## src/sv/vr2l_pkg.sv

```systemverilog
// Shared types for the 2D vector rescale pipeline.
`default_nettype none
package vr2l_pkg;

   localparam int unsigned COMP_W  = 32;
   localparam int unsigned TGT_W   = 31;
   localparam int unsigned SUM_W   = 2 * COMP_W;
   localparam int unsigned REM_W   = COMP_W + 2;
   localparam int unsigned PROD_W  = COMP_W + TGT_W;
   localparam int unsigned SQRT_CELLS = COMP_W;
   localparam int unsigned DIV_CELLS  = TGT_W;

   typedef struct packed {
      logic signed [COMP_W-1:0] vec_x;
      logic signed [COMP_W-1:0] vec_y;
      logic [TGT_W-1:0]         target_length;
   } req_type;

   typedef struct packed {
      logic signed [COMP_W-1:0] out_x;
      logic signed [COMP_W-1:0] out_y;
      logic [COMP_W-1:0]        length_in;
      logic                     was_zero;
   } rsp_type;

   // One stage of the root chain.
   typedef struct packed {
      logic [SUM_W-1:0]  sum;
      logic [REM_W-1:0]  rem;
      logic [COMP_W-1:0] root;
      logic [COMP_W-1:0] ax;
      logic [COMP_W-1:0] ay;
      logic              nx;
      logic              ny;
      logic [TGT_W-1:0]  tgt;
   } sq_type;

   // One stage of the divider chain, both lanes.
   typedef struct packed {
      logic [COMP_W-1:0] rem_x;
      logic [COMP_W-1:0] rem_y;
      logic [TGT_W-1:0]  low_x;
      logic [TGT_W-1:0]  low_y;
      logic [TGT_W-1:0]  quo_x;
      logic [TGT_W-1:0]  quo_y;
      logic [COMP_W-1:0] len;
      logic              nx;
      logic              ny;
   } dv_type;

endpackage
`default_nettype wire

```

## src/sv/vr2l_sqrt_cell.sv

```systemverilog
// One digit cell of the integer square root chain.
`default_nettype none
module vr2l_sqrt_cell (
   input  wire logic            clock,
   input  wire logic            enable,
   input  wire vr2l_pkg::sq_type d,
   output vr2l_pkg::sq_type     q
);

   vr2l_pkg::sq_type q_ff, q_in;
   logic [vr2l_pkg::REM_W+1:0] part;
   logic [vr2l_pkg::REM_W+1:0] trial;

   always_comb begin
      q_in  = d;
      part  = {d.rem, d.sum[vr2l_pkg::SUM_W-1 -: 2]};
      trial = {2'b00, d.root, 2'b01};
      q_in.sum = {d.sum[vr2l_pkg::SUM_W-3:0], 2'b00};
      if (part >= trial) begin
         q_in.rem  = vr2l_pkg::REM_W'(part - trial);
         q_in.root = {d.root[vr2l_pkg::COMP_W-2:0], 1'b1};
      end else begin
         q_in.rem  = vr2l_pkg::REM_W'(part);
         q_in.root = {d.root[vr2l_pkg::COMP_W-2:0], 1'b0};
      end
   end

   always_ff @(posedge clock) begin
      if (enable) begin
         q_ff <= q_in;
      end
   end

   assign q = q_ff;

endmodule
`default_nettype wire

```

## config.mk

```make
export PLATFORM = sky130hd
export DESIGN_NAME = vr2l_sqrt_cell
export DESIGN_NICKNAME = d
export VERILOG_FILES = /design/src/sv/vr2l_pkg.sv /design/src/sv/vr2l_sqrt_cell.sv
export SDC_FILE = /design/constraint.sdc
export NUM_CORES = 1
export LEC_CHECK = 0
export BUFFER_PORTS_ARGS = -buffer_cell sky130_fd_sc_hd__buf_4
export CAP_MARGIN = 20
export CORE_AREA = 5 5 172 174
export DETAILED_ROUTE_END_ITERATION = 6
export DIE_AREA = 0 0 177 179
export MAX_ROUTING_LAYER = met4
export SYNTH_ARGS = -nofsm -noshare
export SYNTH_HDL_FRONTEND = slang
export SYNTH_SLANG_ARGS = --single-unit
```

## constraint.sdc

```tcl
create_clock -name clock -period 6.04 [get_ports clock]
set_input_delay 0.906 -clock clock [delete_from_list [all_inputs] [get_ports clock]]
set_output_delay 0.906 -clock clock [all_outputs]
set_load 0.005 [all_outputs]
```

Yosys cells after proc, flatten, opt, wreduce, memory -nomap -nowiden
Cells that the tools add are included.

Add/sub/neg operators: 1. Magnitude comparators: 1. Muxes and demuxes: 1.

Operators with widths (number): 66-bit 2-to-1 mux (1); 36-bit by 34-bit >= comparator with 1-bit output (1); 34-bit subtractor (1).

Register bits: 225. Input bits: 229. Logic and storage cells: 11. Output and inout bits: 227.

Longest topological paths before layout
Depth after elaboration: 2. Depth in mapped cells: 13. Gate-level depth less buffers: 10.

Worst setup path before layout
No wires, ideal clock.

Kind: input to register. Start: in d[106] (netlist name). End: reg q_ff (netlist bit q[156]) (data pin). Arrival time: 2.905 ns. Data required time: 5.780 ns. Path buffers: 0. Setup time: 0.260 ns. Cell stages on the path: 10. Slack: 2.875 ns. Cells stage by stage: inv_1 ha_1 a21o_1 a31o_1 a211oi_4 o211ai_2 a21bo_2 mux2i_1 o221ai_1 mux2_4.

RTL lines: start, declared (RTL line vr2l_sqrt_cell.sv:6) `input wire vr2l_pkg::sq_type d,`; end signal, assigned (RTL line vr2l_sqrt_cell.sv:30) `q_ff <= q_in;`; end, declared (RTL line vr2l_sqrt_cell.sv:10) `vr2l_pkg::sq_type q_ff, q_in;`.

==> impl_results.md <==
- Outcome: finished clean
- Register area share after synthesis: 0.732
- Synth Area in Simple Gates: 0.0607
- Drt wl/cell: 21.9 um
- EDFF count, synth: 225
- Synth Area in Compound Gates: 0.101
- Row Count: 61
- Most common cell after layout, fill and taps aside: buf_4
- Non-filler cells, final: 1,473
- Synthesized area per cell: 15.3 sq um
- Distinct cells, synth: 62
- Nets@finish: 1,335
- XOR/XNOR share of the synthesized area: 0.0256
- Worst setup margin: 2.50 ns
- Synthesized area: 9230 sq um
- Full die area: 31,700 sq um
- Gr ovfl total: 0
- First-pass GRT wire length: 44.0 mm
- Worst Path Max Fanout: 33
- CP Capture Type: flop
- Die Wd: 177 um
- Via-to-Cell Ratio: 4.58
- Starting DRT DRC Count: 287
- DRT antenna net count: 0
- Yosys reg bits: 225
- Initial antenna violation count: 4
- Ys flop type: edfxtp_1
- Vias in the first global route: 6,723
- Clock Path Buffers: 3
- Hold slack: 0.546 ns
- Peak supply drop: 190 uV
- Max capacitance violation total: 0
- Setup Fix Bufs, Post-CTS: 0
- Hold Crit Class: in2reg
- CP Class: in2reg
- Setup Viol. Count Final: 0
- CTS Hold Bufs: 0
- CTS tree: done
- Ys Warns: 0
- Total CTS buffers: 26
- Crit share post-route: 0.587
- Htree depth: 1
- Slew HR: 0.424
- Reg clk slew, reported paths: 0.06 ns
- Core Area: 27,600 sq um
- Top cell type's share of synthesized area: 0.732
- Post-Place Setup Slack: 1.92 ns
- Synth area leaders: edfxtp_1, ha_1, nand2_1, o21ai_0, inv_1
- Gpl congestion: 0.888
- Post-Syn Instances: 604
- # port buffers: 453
- I/O pin total: 456
- RSZ-0062 raised after global routing: false
- Lkg Pwr: 0.00595 uW
- Fmax: 0.282 GHz
- Worst Path Required: 6.30 ns
- Post-CTS sizing: 0
- Area grow syn2layout: 49.9%
- Final Critical Period: 3.54 ns
- Slew @ Worst Pin: 0.865 ns
- DRC viols: 0
- Root Buffer: clkbuf_16
- Vias post-DR: 6,745
- Mux share of post-synthesis cell area: 0.00597
- Async set-reset flop share out of synthesis: 0
- Placed Instances: 1,422
- Largest net degree at the start of global routing: 117
- Critical Path AT: 3.80 ns
- Fin. max-slew vios: 0
- Total wire length: 32.3 mm
- Synth area leader: edfxtp_1
- Final hold vios: 0
- Largest family of logic cells by synthesized area: compound AO/OA/AOI/OAI gates
- Dpl hpwl: 25.5 mm
- Pre-antenna DRT Iters: 5
- Startpoint types: input pin
- Initial core utilization: 0.334
- Post-route setup TNS: 0 ns
- Power Density: 293 nW/um^2
- Synth Area in Adders: 0.0461
- FILL cells: 2,483
- Gr usage total: 0.194
- CTS Sinks: 225
- Max FFs per register: 225
- Share of cells above drive strength 1: 0.470
- Die height: 179 um
- Most frequent cells in the layout: buf_4, edfxtp_1, nand2_1
==> layout make-up <==
| type | instances | area [sq um] | area share |
|---|---|---|---|
| multi-input combinational | 321 | 2220 | 0.160 |
| clock buffer | 34 | 681 | 0.0492 |
| tap | 378 | 473 | 0.0342 |
| sequential | 225 | 6760 | 0.488 |
| clock inverter | 13 | 96.3 | 0.00696 |
| antenna | 4 | 10.0 | 0.000724 |
| timing repair buffer | 455 | 3440 | 0.248 |
| inverter | 43 | 163 | 0.0118 |
==> cell families (layout without fill, tap and decap cells) <==
logic type | count (synthesis) | in the layout
other | 1 | 6
xor gates and xnor gates | 27 | 27
DFF | 225 | 225
muxes | 5 | 5
buffers and inverters | 59 | 545
and+or+nand+nor | 120 | 120
adders and majority gates | 34 | 34
AOI/OAI and AO/OA | 133 | 133
==> through the flow <==
step | instance area [sq um] | total power (uW) | utilization
floorplan | 9230 | 2200 | -
global placement | 13000 | 2650 | 0.472
detailed placement | 13000 | 2660 | 0.472
CTS | 13800 | 4130 | 0.500
global route | 13800 | 4250 | 0.501
finish | 13800 | 4060 | 0.501
==> power by group <==
group          internal (uW)  switching [uW]  total [uW]
clock                    833             611        1440
combinational            361             323         685
sequential              1890            40.5        1930
==> final timing paths <==
check / startpoint / end / slack [ns] / depth (start not counted)
setup / recovery: d[112] / q[138] / 2.50 / 11
hold / removal: d[188] / q[190] / 0.55 / 1
==> metal layers <==
metal,track usage,up-vias,wire (um)
met2,0.336,265,16200
li1,-,3205,-
met4,0.0409,0,694
met5,-,-,0
met1,0.211,3241,12200
met3,0.0791,34,3090
==> worst max-delay path: stages <==
cell,delay [ns]
buf_4,0.08
inv_1,0.03
ha_1,0.39
a21o_1,0.25
a221oi_1,0.36
o31a_1,0.23
o221ai_1,0.15
a211oi_1,0.20
o21a_2,0.60
buf_4,0.42
o21ai_0,0.16
==> synth_stat cells (2+ instances only) <==
cell / instances
nor3_1: 10
and3_1: 2
nand4_1: 6
a21oi_1: 28
o211ai_1: 2
nand3_1: 6
nor2_1: 18
a21boi_0: 2
and3_2: 3
xnor2_1: 14
and2_2: 2
o21ai_0: 41
o31ai_1: 4
o21ai_1: 4
xor2_1: 13
o31a_1: 2
buf_4: 2
a31o_1: 2
edfxtp_1: 225
a31oi_1: 4
o21a_1: 3
ha_1: 34
mux2i_1: 4
and2_1: 3
clkbuf_2: 2
o221ai_1: 2
buf_2: 6
clkbuf_1: 4
o41ai_2: 3
a21o_1: 19
nand2_1: 58
inv_1: 42
nand2b_1: 5
Note: power is estimated with default switching activity, not from simulation.
