===== src/sv/vr2l_pkg.sv =====
// Shared types for the 2D vector rescale pipeline.
`default_nettype none
package vr2l_pkg;

   localparam int unsigned COMP_W  = 32;
   localparam int unsigned TGT_W   = 31;
   localparam int unsigned SUM_W   = 2 * COMP_W;
   localparam int unsigned REM_W   = COMP_W + 2;
   localparam int unsigned PROD_W  = COMP_W + TGT_W;
   localparam int unsigned SQRT_CELLS = COMP_W;
   localparam int unsigned DIV_CELLS  = TGT_W;

   typedef struct packed {
      logic signed [COMP_W-1:0] vec_x;
      logic signed [COMP_W-1:0] vec_y;
      logic [TGT_W-1:0]         target_length;
   } req_type;

   typedef struct packed {
      logic signed [COMP_W-1:0] out_x;
      logic signed [COMP_W-1:0] out_y;
      logic [COMP_W-1:0]        length_in;
      logic                     was_zero;
   } rsp_type;

   // One stage of the root chain.
   typedef struct packed {
      logic [SUM_W-1:0]  sum;
      logic [REM_W-1:0]  rem;
      logic [COMP_W-1:0] root;
      logic [COMP_W-1:0] ax;
      logic [COMP_W-1:0] ay;
      logic              nx;
      logic              ny;
      logic [TGT_W-1:0]  tgt;
   } sq_type;

   // One stage of the divider chain, both lanes.
   typedef struct packed {
      logic [COMP_W-1:0] rem_x;
      logic [COMP_W-1:0] rem_y;
      logic [TGT_W-1:0]  low_x;
      logic [TGT_W-1:0]  low_y;
      logic [TGT_W-1:0]  quo_x;
      logic [TGT_W-1:0]  quo_y;
      logic [COMP_W-1:0] len;
      logic              nx;
      logic              ny;
   } dv_type;

endpackage
`default_nettype wire


===== src/sv/vr2l_div_cell.sv =====
// One quotient-bit cell of the restoring divider chain, x and y lanes.
`default_nettype none
module vr2l_div_cell (
   input  wire logic            clock,
   input  wire logic            enable,
   input  wire vr2l_pkg::dv_type d,
   output vr2l_pkg::dv_type     q
);

   vr2l_pkg::dv_type q_ff, q_in;
   logic [vr2l_pkg::COMP_W:0] part_x;
   logic [vr2l_pkg::COMP_W:0] part_y;
   logic [vr2l_pkg::COMP_W:0] dvs;

   always_comb begin
      q_in   = d;
      dvs    = {1'b0, d.len};
      part_x = {d.rem_x, d.low_x[vr2l_pkg::TGT_W-1]};
      part_y = {d.rem_y, d.low_y[vr2l_pkg::TGT_W-1]};
      q_in.low_x = {d.low_x[vr2l_pkg::TGT_W-2:0], 1'b0};
      q_in.low_y = {d.low_y[vr2l_pkg::TGT_W-2:0], 1'b0};
      if (part_x >= dvs) begin
         q_in.rem_x = vr2l_pkg::COMP_W'(part_x - dvs);
         q_in.quo_x = {d.quo_x[vr2l_pkg::TGT_W-2:0], 1'b1};
      end else begin
         q_in.rem_x = vr2l_pkg::COMP_W'(part_x);
         q_in.quo_x = {d.quo_x[vr2l_pkg::TGT_W-2:0], 1'b0};
      end
      if (part_y >= dvs) begin
         q_in.rem_y = vr2l_pkg::COMP_W'(part_y - dvs);
         q_in.quo_y = {d.quo_y[vr2l_pkg::TGT_W-2:0], 1'b1};
      end else begin
         q_in.rem_y = vr2l_pkg::COMP_W'(part_y);
         q_in.quo_y = {d.quo_y[vr2l_pkg::TGT_W-2:0], 1'b0};
      end
   end

   always_ff @(posedge clock) begin
      if (enable) begin
         q_ff <= q_in;
      end
   end

   assign q = q_ff;

endmodule
`default_nettype wire


===== config.mk =====
export PLATFORM = sky130hd
export DESIGN_NAME = vr2l_div_cell
export DESIGN_NICKNAME = d
export VERILOG_FILES = /design/src/sv/vr2l_pkg.sv /design/src/sv/vr2l_div_cell.sv
export SDC_FILE = /design/constraint.sdc
export NUM_CORES = 1
export LEC_CHECK = 0
export BUFFER_PORTS_ARGS = -buffer_cell sky130_fd_sc_hd__buf_2
export CAP_MARGIN = 20
export CORE_ASPECT_RATIO = 1.75
export CORE_MARGIN = 5
export CORE_UTILIZATION = 30
export DETAILED_ROUTE_END_ITERATION = 6
export PLACE_DENSITY_LB_ADDON = 0.2
export SLEW_MARGIN = 5
export SYNTH_ARGS = -nofsm -noshare
export SYNTH_HDL_FRONTEND = slang
export SYNTH_SLANG_ARGS = --single-unit
export TNS_END_PERCENT = 1

===== constraint.sdc =====
create_clock -name clock -period 4.5 [get_ports clock]
set_clock_uncertainty 0.05 [all_clocks]
set_input_delay 1.35 -clock clock [delete_from_list [all_inputs] [get_ports clock]]
set_output_delay 1.35 -clock clock [all_outputs]
set_load 0.01 [all_outputs]

# Word level (Yosys, flattened, before mapping)
# Index checks and enable logic that the tools add are counted.
totals:
  reg_bits: 220
  latchBits: 0
  ramBits: 0
  rom_bits: 0
  out_inout_bits: 222
  wordCells: 17
  memories: 0
op_classes:
  add_sub_neg: 2
  n_mul: 0
  n_div: 0
  n_lt_le_gt_ge: 2
  eq_ne: 0
  n_shift: 0
  mux: 4
  bitwise_logic: 0
  reduce_logical: 0
op_table:
  columns: ["op", "n"]
  rows:
  - ["$ge A33 B32 Y1", 2]
  - ["$mux W32", 2]
  - ["$sub A32 B32 Y32", 2]
  - ["$mux W1", 2]

# Depth between registers and ports, before layout
depth:
  word_depth: 2
  depth_mapped: 13

# Worst setup path before layout
# No wires, ideal clock.
synth_timing:
  kind: "input to register"
  startpoint: "input d[8] in the netlist's numbering"
  endpoint: "register q_ff, in the netlist q[171] (data pin)"
  setup_time_ps: 262
  arrival_time_ps: 3556
  setup_slack_ps: 632
  path_stages: 10
  path_buffers: 1
  cell_sequence: "inv_1 -> ha_1 -> a21o_1 -> a211o_1 -> o311a_4 -> a211oi_4 -> o21a_1 -> o21a_2 -> buf_6 -> mux2_1"
synth_rtl:
  columns: ["element", "line", "source"]
  rows:
  - ["from (decl)", "vr2l_div_cell.sv:6", "input wire vr2l_pkg::dv_type d,"]
  - ["to (signal assigned)", "vr2l_div_cell.sv:40", "q_ff <= q_in;"]
  - ["to (decl)", "vr2l_div_cell.sv:10", "vr2l_pkg::dv_type q_ff, q_in;"]

==> results_dict.tcl <==
set metrics [dict create \
    drt_wl_total_um 42700 \
    dp_slack_ns 0.0825 \
    critical_path.startpoint "d[12]" \
    tritoncts "built" \
    synth_top_area_share_pct 58.4 \
    final_util_pct 40.3 \
    grt-ovfl-total 0 \
    grt_antenna_before_repair 10 \
    mostFrequentLayoutCells "440 x buf_2, 220 x edfxtp_1, 67 x nand2_1, 64 x ha_1, 59 x inv_1" \
    gr-usage-all-layers_pct 19.4 \
    synth_cells 899 \
    synth_edf_count 220 \
    first_pass_iters 4 \
    period_needed_ns 3.84 \
    yosys-top-cells-area "edfxtp_1 58%, ha_1 7.1%, mux2_4 3.5%" \
    maxCapViolCount 0 \
    io_buffers 441 \
    path_max_fanout 18 \
    fmax_ghz 0.260 \
    critical_path_class "in -> reg" \
    status "completed" \
    cts_sinks 220 \
    rsz0062_at_grt "no" \
    powerDensity_nw_per_um2 393 \
    tightest_slew_ns 0.647 \
    vias_per_cell 4.84 \
    clk_path_buf_depth 3 \
    slew-limit-headroom_pct 56.9 \
    stdcell_count 1870 \
    dpl.cell_count 1829 \
    hold_violations 0 \
    slowest_delay_ns 0.38 \
    grt_pass1_wl_um 59900 \
    synth_top_cell_by_area "edfxtp_1" \
    htree_levels 1 \
    core_um2 37400 \
    crit_top_cell "o21ai_0" \
    crit_path_start_kind "primary input" \
    cp_num_buf_inv 3 \
    hold_class "in -> reg" \
    slew_viol_final 0 \
    synth_flop_cell "edfxtp_1" \
    synth_cell_types 69 \
    vias 9057 \
    path_clk_slew_ns 0.07 \
    cp_data_required_time_ns 4.71 \
    setup_violations 0 \
    cp_top_family "compound AO/OA/AOI/OAI gates" \
    peakVddDrop_mv 0.427 \
    cts_made_buffers 23 \
    drtIter0Drc 391 \
    root_buffer "clkbuf_16" \
    fin_ws_ns 0.661 \
    whs_ns 0.949 \
    num-nets-final 1664 \
    cp_cell_sequence "buf_2 > inv_1 > ha_1 > a211oi_1 > o21ai_0 > a32o_1 > a211oi_4 > o21a_1 > o21a_2 > buf_4 > o21ai_0" \
    synth_warnings 0 \
    pin_count 446 \
    slowest_stage "o21a_2" \
    gp_congestion 0.872 \
    setup_tns_ns 0 \
    ant_nets 0 \
    cellLeakagePower_nw 6.70 \
    design_area_um2 15100 \
    route.detailed.drc 0 \
    rows 94 \
    die_x_um 157 \
    hpwl_um 35700 \
    p_total_mw 5.93 \
    grt_max_degree 80 \
    ys_ff_latch 220 \
    mappedNetlistArea_um2 11300 \
    wl_per_cell_um 22.9 \
    grt_pass1_vias 9311 \
    async_flop_share_pct 0 \
    endpoint_kind "register" \
    largest_reg_flops 220 \
    fill_cells 3717 \
    syn_avg_cell_area_um2 12.6 \
    die_y_um 267 \
    cts_resized 0 \
    post_dp_cell_area_um2 14300 \
    start_util_pct 30.2 \
    hold_buffers 0 \
    hold_depth 1 \
    syn_to_final_growth_pct 33.3 \
    arrival_ns 4.05 \
    layout_commonest_cell "buf_2" \
    critPathCapture "q[169]$_DFFE_PP_" \
    timing.final.crit_share_pct 85.3 \
    post_cts_buffers 0 \
    dieArea_um2 41800 \
    seq_area_frac_synth_pct 58.4 \
    cp.depth 11 \
    drive_above_1_share_pct 39.8 \
    min_from "d[105]" \
]
## area by class of cell
cell class                 count  area, µm²  share of cell area (%)
multi-input combinational    594       4320                    28.7
sequential                   220       6610                    43.8
timing repair buffer         474       2530                    16.8
antenna                        2       5.00                  0.0332
clock buffer                  24        579                    3.84
inverter                      61        229                    1.52
tap                          480        601                    3.98
clock inverter                15        210                    1.39
## synth_stat cells (all sizes together), types with 2 or more instances
| cell type | count |
|---|---|
| nand2b | 3 |
| a31oi | 8 |
| a21boi | 3 |
| xnor2 | 27 |
| and2 | 4 |
| o311a | 3 |
| inv | 61 |
| o31ai | 9 |
| a211o | 2 |
| ha | 64 |
| a41oi | 3 |
| nand3 | 21 |
| a21oi | 60 |
| mux2i | 8 |
| mux2 | 30 |
| a311o | 2 |
| o21bai | 7 |
| o211ai | 5 |
| xor2 | 20 |
| nor2b | 13 |
| buf | 15 |
| a311oi | 6 |
| and3 | 9 |
| nand2 | 67 |
| nor2 | 46 |
| nand4 | 14 |
| clkbuf | 10 |
| edfxtp | 220 |
| or3 | 5 |
| nor3 | 16 |
| o2111ai | 3 |
| o31a | 2 |
| o2111a | 3 |
| o21a | 7 |
| fa | 2 |
| o22ai | 3 |
| a21o | 30 |
| and3b | 2 |
| o21ai | 58 |
| a211oi | 12 |
| or2 | 2 |
## cells by family after synthesis
logic type | after synthesis | share of synthesized area (%)
xor+xnor | 47 | 3.64
mux | 38 | 4.56
buf+inv | 86 | 3.43
compound gates | 234 | 13.7
other cells | 1 | 0.0332
simple gates | 207 | 8.85
flops | 220 | 58.4
fa+ha+maj | 66 | 7.43
## metal layers
| metal | track usage, % | up-vias | routed length [µm] |
|---|---|---|---|
| met5 | 0 | - | 57 |
| met4 | 8.62 | 8 | 2120 |
| met3 | 5.47 | 81 | 4030 |
| met2 | 35.6 | 422 | 21900 |
| met1 | 20.2 | 4187 | 14700 |
| li1 | - | 4359 | - |
## worst min-delay path by stage
stage	endpoint	slack, ns
after detailed placement	q[68]$_DFFE_PP_	1.48
after global placement	q[54]$_DFFE_PP_	1.48
after CTS	q[118]$_DFFE_PP_	0.91
final	q[106]$_DFFE_PP_	0.95
after global routing	q[118]$_DFFE_PP_	0.92
after floorplan	q[0]$_DFFE_PP_	1.40
## power by group
group | internal, mW | leakage, nW | switching, mW
Combinational | 0.568 | 4.17 | 0.752
Clock | 1.18 | 0.377 | 0.865
Sequential | 2.51 | 2.15 | 0.0579
No activity file was read; power rests on OpenSTA's default activity.
